## config.mk

```make
export PLATFORM = sky130hd
export DESIGN_NAME = tab_expander_stop_list_top
export DESIGN_NICKNAME = d
export VERILOG_FILES = /design/src/rtl/tes_pkg.sv /design/src/rtl/tes_front.sv /design/src/rtl/tes_cmd_queue.sv /design/src/rtl/tes_back.sv /design/src/rtl/tab_expander_stop_list_top.sv
export SDC_FILE = /design/constraint.sdc
export NUM_CORES = 1
export LEC_CHECK = 0
export ABC_AREA = 1
export BUFFER_PORTS_ARGS = -buffer_cell sky130_fd_sc_hd__buf_2
export CAP_MARGIN = 5
export CORE_ASPECT_RATIO = 0.9
export CORE_MARGIN = 1.5
export CORE_UTILIZATION = 40
export DETAILED_ROUTE_END_ITERATION = 8
export PLACE_DENSITY = 0.53
export SYNTH_ARGS = -nofsm -noshare
export SYNTH_HDL_FRONTEND = slang
export SYNTH_SLANG_ARGS = --single-unit
export TNS_END_PERCENT = 50
```

## constraint.sdc

```tcl
create_clock -name i_clk -period 5 [get_ports i_clk]
set_input_delay 1 -clock i_clk [delete_from_list [all_inputs] [get_ports i_clk]]
set_output_delay 1 -clock i_clk [all_outputs]
set_load 0.02 [all_outputs]
```

## src/rtl/tes_pkg.sv

```systemverilog
`default_nettype none
// ----------------------------------------------------------------------------
// Tab expander package
// Shared constants, register indexes and the command type passed from the
// classifying front end to the expanding back end.
// ----------------------------------------------------------------------------
package tes_pkg;

    localparam int TES_STOP_COUNT = 7;
    localparam int TES_REG_W      = 7;
    localparam int TES_CFG_IDX_W  = 3;
    localparam int TES_COL_W      = 6;
    localparam int TES_BYTE_W     = 8;
    localparam int TES_Q_DEPTH    = 4;
    localparam int TES_Q_PTR_W    = 2;

    localparam logic [TES_CFG_IDX_W-1:0] TES_IDX_DEFAULT_WIDTH = 3'd7;

    localparam logic [TES_BYTE_W-1:0] TES_TAB_BYTE   = 8'd9;
    localparam logic [TES_BYTE_W-1:0] TES_SPACE_BYTE = 8'd32;
    localparam logic [TES_REG_W-1:0]  TES_WIDTH_MAX  = 7'd64;
    localparam logic [TES_REG_W-1:0]  TES_WIDTH_MIN  = 7'd1;
    localparam logic [TES_REG_W-1:0]  TES_DEFAULT_WIDTH_RESET = 7'd10;

    typedef struct packed {
        logic                  is_tab;
        logic [TES_BYTE_W-1:0] data;
    } t_tes_cmd;

endpackage
`default_nettype wire

```

## src/rtl/tes_front.sv

```systemverilog
`default_nettype none
// ----------------------------------------------------------------------------
// Tab expander front end
// Holds the stop list, tracks column and list pointer, and turns accepted
// bytes into copy commands and tabs into run-of-spaces commands, if any.
// ----------------------------------------------------------------------------
module tes_front (
    input  wire logic                                i_clk,
    input  wire logic                                i_rst_n,
    input  wire logic                                i_cfg_we,
    input  wire logic [tes_pkg::TES_CFG_IDX_W-1:0]   i_cfg_index,
    input  wire logic [tes_pkg::TES_REG_W-1:0]       i_cfg_data,
    input  wire logic                                i_push,
    input  wire logic [tes_pkg::TES_BYTE_W-1:0]      i_in_byte,
    input  wire logic                                i_q_full,
    output logic                                     o_cmd_push,
    output tes_pkg::t_tes_cmd                        o_cmd
);
    import tes_pkg::*;

    logic [TES_REG_W-1:0]     r_stop_width [TES_STOP_COUNT];
    logic [TES_REG_W-1:0]     r_default_width;
    logic [TES_COL_W-1:0]     r_column;
    logic [TES_COL_W-1:0]     n_column;
    logic [TES_CFG_IDX_W-1:0] r_stop_index;
    logic [TES_CFG_IDX_W-1:0] n_stop_index;

    logic                 accept;
    logic                 is_tab;
    logic                 in_list;
    logic [TES_REG_W-1:0] list_raw;
    logic                 from_list;
    logic [TES_REG_W-1:0] raw_width;
    logic [TES_REG_W-1:0] width;
    logic [TES_REG_W-1:0] col_ext;
    logic [TES_REG_W-1:0] col_inc;
    logic [TES_REG_W-1:0] space_count;

    always_comb begin
        accept    = i_push && !i_q_full;
        is_tab    = (i_in_byte == TES_TAB_BYTE);
        in_list   = (r_stop_index < TES_CFG_IDX_W'(TES_STOP_COUNT));
        list_raw  = in_list ? r_stop_width[r_stop_index] : '0;
        from_list = in_list && (list_raw != '0);
        raw_width = from_list ? list_raw : r_default_width;
        if (raw_width > TES_WIDTH_MAX) begin
            width = TES_WIDTH_MAX;
        end else if (raw_width == '0) begin
            width = TES_WIDTH_MIN;
        end else begin
            width = raw_width;
        end
        col_ext     = {1'b0, r_column};
        col_inc     = col_ext + TES_REG_W'(1);
        space_count = (col_ext < width) ? (width - col_ext) : '0;

        n_column     = r_column;
        n_stop_index = r_stop_index;
        o_cmd_push   = 1'b0;
        o_cmd.is_tab = is_tab;
        o_cmd.data   = is_tab ? {1'b0, space_count} : i_in_byte;
        if (accept) begin
            if (is_tab) begin
                n_column   = '0;
                o_cmd_push = (space_count != '0);
                if (from_list) begin
                    n_stop_index = r_stop_index + TES_CFG_IDX_W'(1);
                end
            end else begin
                o_cmd_push = 1'b1;
                if ((col_inc == width) || (col_inc >= TES_WIDTH_MAX)) begin
                    n_column = '0;
                end else begin
                    n_column = col_inc[TES_COL_W-1:0];
                end
            end
        end
    end

    always_ff @(posedge i_clk) begin
        if (!i_rst_n) begin
            for (int i = 0; i < TES_STOP_COUNT; i++) begin
                r_stop_width[i] <= '0;
            end
            r_default_width <= TES_DEFAULT_WIDTH_RESET;
            r_column        <= '0;
            r_stop_index    <= '0;
        end else begin
            r_column     <= n_column;
            r_stop_index <= n_stop_index;
            if (i_cfg_we) begin
                if (i_cfg_index == TES_IDX_DEFAULT_WIDTH) begin
                    r_default_width <= i_cfg_data;
                end else if (i_cfg_index < TES_CFG_IDX_W'(TES_STOP_COUNT)) begin
                    r_stop_width[i_cfg_index] <= i_cfg_data;
                end
            end
        end
    end

endmodule
`default_nettype wire

```

## src/rtl/tes_cmd_queue.sv

```systemverilog
`default_nettype none
// ----------------------------------------------------------------------------
// Tab expander command queue
// A short register queue that decouples the front end from the back end.
// ----------------------------------------------------------------------------
module tes_cmd_queue (
    input  wire logic              i_clk,
    input  wire logic              i_rst_n,
    input  wire logic              i_push,
    input  tes_pkg::t_tes_cmd      i_cmd,
    output logic                   o_full,
    input  wire logic              i_pop,
    output tes_pkg::t_tes_cmd      o_cmd,
    output logic                   o_empty
);
    import tes_pkg::*;

    t_tes_cmd               r_entry [TES_Q_DEPTH];
    logic [TES_Q_PTR_W-1:0] r_wr_ptr;
    logic [TES_Q_PTR_W-1:0] r_rd_ptr;
    logic [TES_Q_PTR_W:0]   r_count;

    logic do_push;
    logic do_pop;

    always_comb begin
        o_full  = (r_count == (TES_Q_PTR_W+1)'(TES_Q_DEPTH));
        o_empty = (r_count == '0);
        o_cmd   = r_entry[r_rd_ptr];
        do_push = i_push && !o_full;
        do_pop  = i_pop && !o_empty;
    end

    always_ff @(posedge i_clk) begin
        if (do_push) begin
            r_entry[r_wr_ptr] <= i_cmd;
        end
    end

    always_ff @(posedge i_clk) begin
        if (!i_rst_n) begin
            r_wr_ptr <= '0;
            r_rd_ptr <= '0;
            r_count  <= '0;
        end else begin
            if (do_push) begin
                r_wr_ptr <= r_wr_ptr + TES_Q_PTR_W'(1);
            end
            if (do_pop) begin
                r_rd_ptr <= r_rd_ptr + TES_Q_PTR_W'(1);
            end
            if (do_push && !do_pop) begin
                r_count <= r_count + (TES_Q_PTR_W+1)'(1);
            end else if (do_pop && !do_push) begin
                r_count <= r_count - (TES_Q_PTR_W+1)'(1);
            end
        end
    end

endmodule
`default_nettype wire

```

## src/rtl/tes_back.sv

```systemverilog
`default_nettype none
// ----------------------------------------------------------------------------
// Tab expander back end
// Executes queued commands, emitting one output byte per cycle into a
// result register while results are taken.
// ----------------------------------------------------------------------------
module tes_back (
    input  wire logic                            i_clk,
    input  wire logic                            i_rst_n,
    input  wire logic                            i_q_empty,
    input  tes_pkg::t_tes_cmd                    i_cmd,
    output logic                                 o_q_pop,
    input  wire logic                            i_pop,
    output logic                                 o_empty,
    output logic [tes_pkg::TES_BYTE_W-1:0]       o_out_byte,
    output logic                                 o_last
);
    import tes_pkg::*;

    logic                  r_busy;
    logic [TES_REG_W-1:0]  r_remain;
    logic                  r_out_valid;
    logic [TES_BYTE_W-1:0] r_out_byte;
    logic                  r_last;

    logic                  load;
    logic [TES_REG_W-1:0]  cmd_count;

    always_comb begin
        load      = !r_out_valid || i_pop;
        o_q_pop   = load && !r_busy && !i_q_empty;
        cmd_count = i_cmd.data[TES_REG_W-1:0];
        o_empty    = !r_out_valid;
        o_out_byte = r_out_byte;
        o_last     = r_last;
    end

    always_ff @(posedge i_clk) begin
        if (load) begin
            if (r_busy) begin
                r_out_byte <= TES_SPACE_BYTE;
                r_last     <= (r_remain == TES_REG_W'(1));
            end else if (!i_q_empty) begin
                r_out_byte <= i_cmd.is_tab ? TES_SPACE_BYTE : i_cmd.data;
                r_last     <= !i_cmd.is_tab || (cmd_count == TES_REG_W'(1));
            end
        end
    end

    always_ff @(posedge i_clk) begin
        if (!i_rst_n) begin
            r_busy      <= 1'b0;
            r_remain    <= '0;
            r_out_valid <= 1'b0;
        end else if (load) begin
            if (r_busy) begin
                r_out_valid <= 1'b1;
                r_remain    <= r_remain - TES_REG_W'(1);
                r_busy      <= (r_remain != TES_REG_W'(1));
            end else if (!i_q_empty) begin
                r_out_valid <= 1'b1;
                if (i_cmd.is_tab && (cmd_count != TES_REG_W'(1))) begin
                    r_busy   <= 1'b1;
                    r_remain <= cmd_count - TES_REG_W'(1);
                end
            end else begin
                r_out_valid <= 1'b0;
            end
        end
    end

endmodule
`default_nettype wire

```

## src/rtl/tab_expander_stop_list_top.sv

```systemverilog
`default_nettype none
// A byte enters the command queue at its accepting edge; its first result is then moved
// to the output register when the back end is free; a four-entry queue lets input run ahead.
// Throughput: one byte per cycle for copied bytes while the queue is not full.
// Output: one result per cycle, tab spaces included, while results are taken.
// Reset is synchronous, active low: column, list pointer and queues clear,
// stop widths clear to zero and the default width returns to ten.
// ----------------------------------------------------------------------------
// Tab expander with tab-stop list, top level
// Connects the classifying front end, the command queue and the back end.
// ----------------------------------------------------------------------------
module tab_expander_stop_list_top (
    input  wire logic                              i_clk,
    input  wire logic                              i_rst_n,
    input  wire logic                              i_cfg_we,
    input  wire logic [tes_pkg::TES_CFG_IDX_W-1:0] i_cfg_index,
    input  wire logic [tes_pkg::TES_REG_W-1:0]     i_cfg_data,
    input  wire logic                              push,
    output logic                                   full,
    input  wire logic [tes_pkg::TES_BYTE_W-1:0]    i_in_byte,
    output logic                                   empty,
    input  wire logic                              pop,
    output logic [tes_pkg::TES_BYTE_W-1:0]         o_out_byte,
    output logic                                   o_last
);
    import tes_pkg::*;

    logic     cmd_push;
    t_tes_cmd cmd_in;
    t_tes_cmd cmd_out;
    logic     q_full;
    logic     q_empty;
    logic     q_pop;

    assign full = q_full;

    tes_front u_front (
        .i_clk       (i_clk),
        .i_rst_n     (i_rst_n),
        .i_cfg_we    (i_cfg_we),
        .i_cfg_index (i_cfg_index),
        .i_cfg_data  (i_cfg_data),
        .i_push      (push),
        .i_in_byte   (i_in_byte),
        .i_q_full    (q_full),
        .o_cmd_push  (cmd_push),
        .o_cmd       (cmd_in)
    );

    tes_cmd_queue u_queue (
        .i_clk   (i_clk),
        .i_rst_n (i_rst_n),
        .i_push  (cmd_push),
        .i_cmd   (cmd_in),
        .o_full  (q_full),
        .i_pop   (q_pop),
        .o_cmd   (cmd_out),
        .o_empty (q_empty)
    );

    tes_back u_back (
        .i_clk      (i_clk),
        .i_rst_n    (i_rst_n),
        .i_q_empty  (q_empty),
        .i_cmd      (cmd_out),
        .o_q_pop    (q_pop),
        .i_pop      (pop),
        .o_empty    (empty),
        .o_out_byte (o_out_byte),
        .o_last     (o_last)
    );

endmodule
`default_nettype wire

```

# == Word level (Yosys, flattened, before mapping) ==
# Memories as Yosys holds them, arrays and structs flattened. A register that Yosys moved wholly into a read port is not among the register bits.
# Cells that the tools add are included.
# word_totals
wordCells,105
memories,2
mem_bits_rw,85
out_inout_bits,11
register_bits,41
input_bits,23
# mem_list
memory,depth,word_bits,rd,rd_clocked_by_memory_dff,wr,line_no,source
u_front.r_stop_width,7,7,1,1,7,tes_front.sv:21,logic [TES_REG_W-1:0] r_stop_width [TES_STOP_COUNT];
u_queue.r_entry,4,9,1,1,1,tes_cmd_queue.sv:18,t_tes_cmd r_entry [TES_Q_DEPTH];
# classes
n_eq_ne,9
n_reduce_logical,30
addsub,9
n_lt_le_gt_ge,5
n_mux,39
# op_table
op,n
$mux 7,9
$mux 8,3
$mux 1,18
$mux 3,5
$eq 7x1->1 const B,2
$ne 7x1->1 const B,2
$reduce_bool 7->1,2
$sub 7x1->7 const B,2
$mux 6,2
$logic_and 1x1->1,9
$eq 8x4->1 const B,1
$add 6x1->7 const B,1
$eq 7x7->1,1
$ge 7x7->1 const B,1
$gt 7x7->1 const B,1
$logic_not 1->1,7
$logic_not 7->1,1
$lt 6x7->1,1
$reduce_or 7->1,1
$sub 7x6->7,1
$add 3x1->3 const B,2
$eq 3x3->1 const B,2
$lt 3x3->1 const B,2
$reduce_and 3->1,2
other kinds (8),14

# == Longest topological paths before layout ==
# logic_depth
word_depth,18
mapped_depth,37
ltp_nobuf,36

# == By module ==
# Synthesis repeated with hierarchy kept, for this count alone.
# hier_totals
hier_cells,825
area_unflattened_um2,7143.1
# by_module_without_submodules
module,cells_each,seq_area_each_um2,area_each_um2,n_inst
tes_front,530,1991.9,4219.0,1
tes_cmd_queue,156,1261.2,1860.5,1
tes_back,139,450.4,1063.5,1

# == Worst setup path after synthesis ==
# OpenSTA, ideal clock, no wires.
# synth_timing
path_kind,reg2reg
start,register (tool-made name)
end,register u_queue.r_count[2]
synth_period_minus_slack_ns,4.106
required_time_ns,4.878
setup_ns,0.122
setup_slack_ns,0.894
path_stages_with_launch,35
arrival_time_ns,3.984
path_buffers,2
cell_sequence,dfxtp_1 > buf_6 > buf_6 > nand2_1 > nand2_1 > nand2_1 > nand3_1 > nand3_1 > nand2_1 > nor2_4 > nand3_1 > nand2_1 > nor2_1 > nand3_2 > o21ai_0 > nand2_1 > ha_1 > fa_1 > nand3b_4 > inv_1 > nand4_1 > nand3_1 > nand2_1 > nor2_1 > nor2_1 > nand3_2 > nand2_4 > inv_1 > ha_1 > inv_1 > fa_1 > a21oi_1 > o21ai_0 > o21ai_0 > a21oi_1
# synth_rtl
element,line_no,source
end signal: assignment,tes_cmd_queue.sv:53,r_count <= r_count + (TES_Q_PTR_W+1)'(1);
end signal: assignment,tes_cmd_queue.sv:55,r_count <= r_count - (TES_Q_PTR_W+1)'(1);
end: declaration,tes_cmd_queue.sv:21,logic [TES_Q_PTR_W:0] r_count;

==> results.sh <==
export IMPL_yosys_area_share_simple_pct=26.2
export IMPL_drive_above_1_share_pct=13.0
export IMPL_place_gp_congestion=0.886
export IMPL_nFillCells=1657
export IMPL_peakVddDrop_uv=260
export IMPL_synthAdderAreaFrac_pct=3.06
export IMPL_drt_pass1_iterations=5
export IMPL_drt_iter0_drc=330
export IMPL_nets=910
export IMPL_finalHoldViolCount=0
export IMPL_antenna_found_initial=0
export IMPL_worstMarginPinSlew_ns=0.720
export IMPL_finalInstanceArea_um2=8110
export IMPL_status="finished, final reports clean"
export IMPL_timing_fmax_mhz=218
export IMPL_drv_slew=0
export IMPL_cp_required_ns=5.31
export IMPL_synth_edf_count=94
export IMPL_relSlewSlack_pct=51.8
export IMPL_io_pins=34
export IMPL_cts_path_max_buffers=2
export IMPL_hold_depth=2
export IMPL_vias=5596
export IMPL_htree_levels=4
export IMPL_end_kind="flop"
export IMPL_syn_area_um2=7030
export IMPL_cts_tree="yes"
export IMPL_wl_mm=16.9
export IMPL_ctsHoldBuffers=0
export IMPL_grt_usage_pct=19.6
export IMPL_cap_violations=0
export IMPL_start_kind="flop"
export IMPL_worstSkewPairLatency_ns=0.42
export IMPL_yosys_warnings=0
export IMPL_grt_ovfl_total=0
export IMPL_antennaDiodeCount=0
export IMPL_die_area_um2=18400
export IMPL_die_h_um=129
export IMPL_final_cell_mix="180 x nand2_1, 114 x inv_1, 109 x nor2_1"
export IMPL_slowest_delay_ns=0.39
export IMPL_root_buffer="clkbuf_16"
export IMPL_p_per_area_nw_per_um2=462
export IMPL_async_reset_ff_share_pct=0
export IMPL_synth_top_family_by_area="simple AND/OR/NAND/NOR gates"
export IMPL_layout_min_cycle_time_ns=4.58
export IMPL_row_count=45
export IMPL_total_power_w=0.00375
export IMPL_synth_xor_area_share_pct=0.997
export IMPL_synthMuxAreaShare_pct=0
export IMPL_final_common_cell="nand2_1"
export IMPL_tns_ns=0
export IMPL_clock_sinks=138
export IMPL_die_x_um=143
export IMPL_cts_buffers=17
export IMPL_synthCells=823
export IMPL_hold_start="u_queue.r_rd_ptr[1]"
export IMPL_seq_area_frac_synth_pct=52.7
export IMPL_skew_ns=0.0119
export IMPL_ff2ff_path_depth=32
export IMPL_grt_pass1_wl_mm=27.3
export IMPL_syn_avg_cell_area_um2=8.54
export IMPL_drtAntennaViolNets=0
export IMPL_path_common_cell="nor2_1"
export IMPL_finalSetupViolCount=0
export IMPL_synth_compound_area_share_pct=8.82
export IMPL_postSynthRegisterBits=138
export IMPL_clk_pin_slew_ns=0.06
export IMPL_path_class="flop to flop"
export IMPL_ys_flop_type="edfxtp_1"
export IMPL_cpMaxStageDelayCell="ha_2"
export IMPL_hp_class="flop to flop"
export IMPL_crit_arrival_ns=4.88
export IMPL_p_leak_nw=3.46
export IMPL_port_buffers=33
export IMPL_regArea_um2=3710
export IMPL_grt_pass1_vias=5348
export IMPL_area_growth_pct=15.4
export IMPL_dpl_cell_area_um2=7450
export IMPL_start_util_pct=41.3
export IMPL_ys_types=49
export IMPL_multiInputGateArea_um2=2800
export IMPL_dpl_hpwl_mm=12.3
export IMPL_drc=0
export IMPL_wl_per_cell_um=15.1
export IMPL_grt_max_degree=34
export IMPL_rsz0062_at_grt="no"
export IMPL_period_share_pct=91.6
export IMPL_cp_max_fo=14
export IMPL_viasPerCell=5.00
export IMPL_core_area_um2=17000
[routing by layer]
metal	wire, um	track usage, %	up-vias	share of wire, %
met5	0	0	-	0
met4	170	6.67	0	1.0
met3	855	4.65	12	5.1
met2	7670	30.5	117	45
met1	8220	27.1	2657	49
li1	-	-	2810	-
[repair_timing]
action / in CTS / in global routing
endpoints found under the setup margin: 0 / 2
resized for setup: 0 / 19
endpoints found under the hold margin: 0 / 0
setup buffers: 0 / 1
[state kept, by name, indices dropped and copies added (netlist names), named ones only]
register                 count
u_front.r_stop_width        56
u_back.r_out_valid           1
u_back.o_last                1
u_front.r_stop_index         3
u_queue.r_wr_ptr             2
u_queue.r_rd_ptr             2
u_front.r_column             6
u_back.r_remain              7
u_queue.r_entry             36
u_back.r_busy                1
u_front.r_default_width      7
u_back.o_out_byte            8
u_queue.r_count              3
[cell families after synthesis]
logic type,after synthesis
simple gates,416
other cells,1
fa+ha+maj,16
compound gates,105
xor+xnor,8
flops,138
buf+inv,139
[Yosys cell counts, drive strengths merged, types with 9 or more instances]
master / number / share of area [%]
a21oi: 38 / 2.7
buf: 12 / 1.4
clkbuf: 9 / 0.48
dfxtp: 44 / 13
edfxtp: 94 / 40
ha: 14 / 2.5
inv: 117 / 6.3
nand2: 197 / 11
nand3: 81 / 6.1
nand4: 9 / 1.0
nor2: 116 / 6.6
o21ai: 38 / 2.8
[metrics by stage]
step           hold slack, ns  utilization [%]  instances  setup WS, ns
2_1_floorplan           0.436                -        829         0.894
3_3_place_gp            0.446             43.8       1085         0.284
3_5_place_dp            0.460             43.8       1085         0.196
4_1_cts                 0.469             47.2       1117         0.165
5_1_grt                 0.491             47.7       1119        0.0369
6_report                0.468             47.7       1119         0.422
[worst max-delay path, delay by kind of cell (launching register included)]
kind,cells,cell delay [ns]
AO/OA/AOI/OAI,5,0.60
adder cells (fa/ha/maj),3,0.90
buffers and inverters,6,0.59
flip-flops,1,0.38
AND/OR/NAND/NOR,18,2.00
[final timing paths]
path / end / slack, ns
max: u_queue.r_count[2] / 0.42
min: flop / 0.47
max reg2reg: u_queue.r_count[2] / 0.42
min reg2reg: flop / 0.47
[power breakdown]
group / switching, W / total (W) / internal [W]
clock network: 0.000517 / 0.00123 / 0.000711
registers: 0.0000812 / 0.00149 / 0.00141
logic: 0.000703 / 0.00103 / 0.000331
[layout make-up]
class | instances | area share, %
clock inverters | 13 | 1.65
inverters | 118 | 5.58
multi-input cells | 552 | 34.5
repair buffers | 44 | 3.42
well taps | 235 | 3.63
clock buffers | 19 | 5.46
flip-flops and latches | 138 | 45.7
Note: power is estimated with default switching activity, not from simulation.
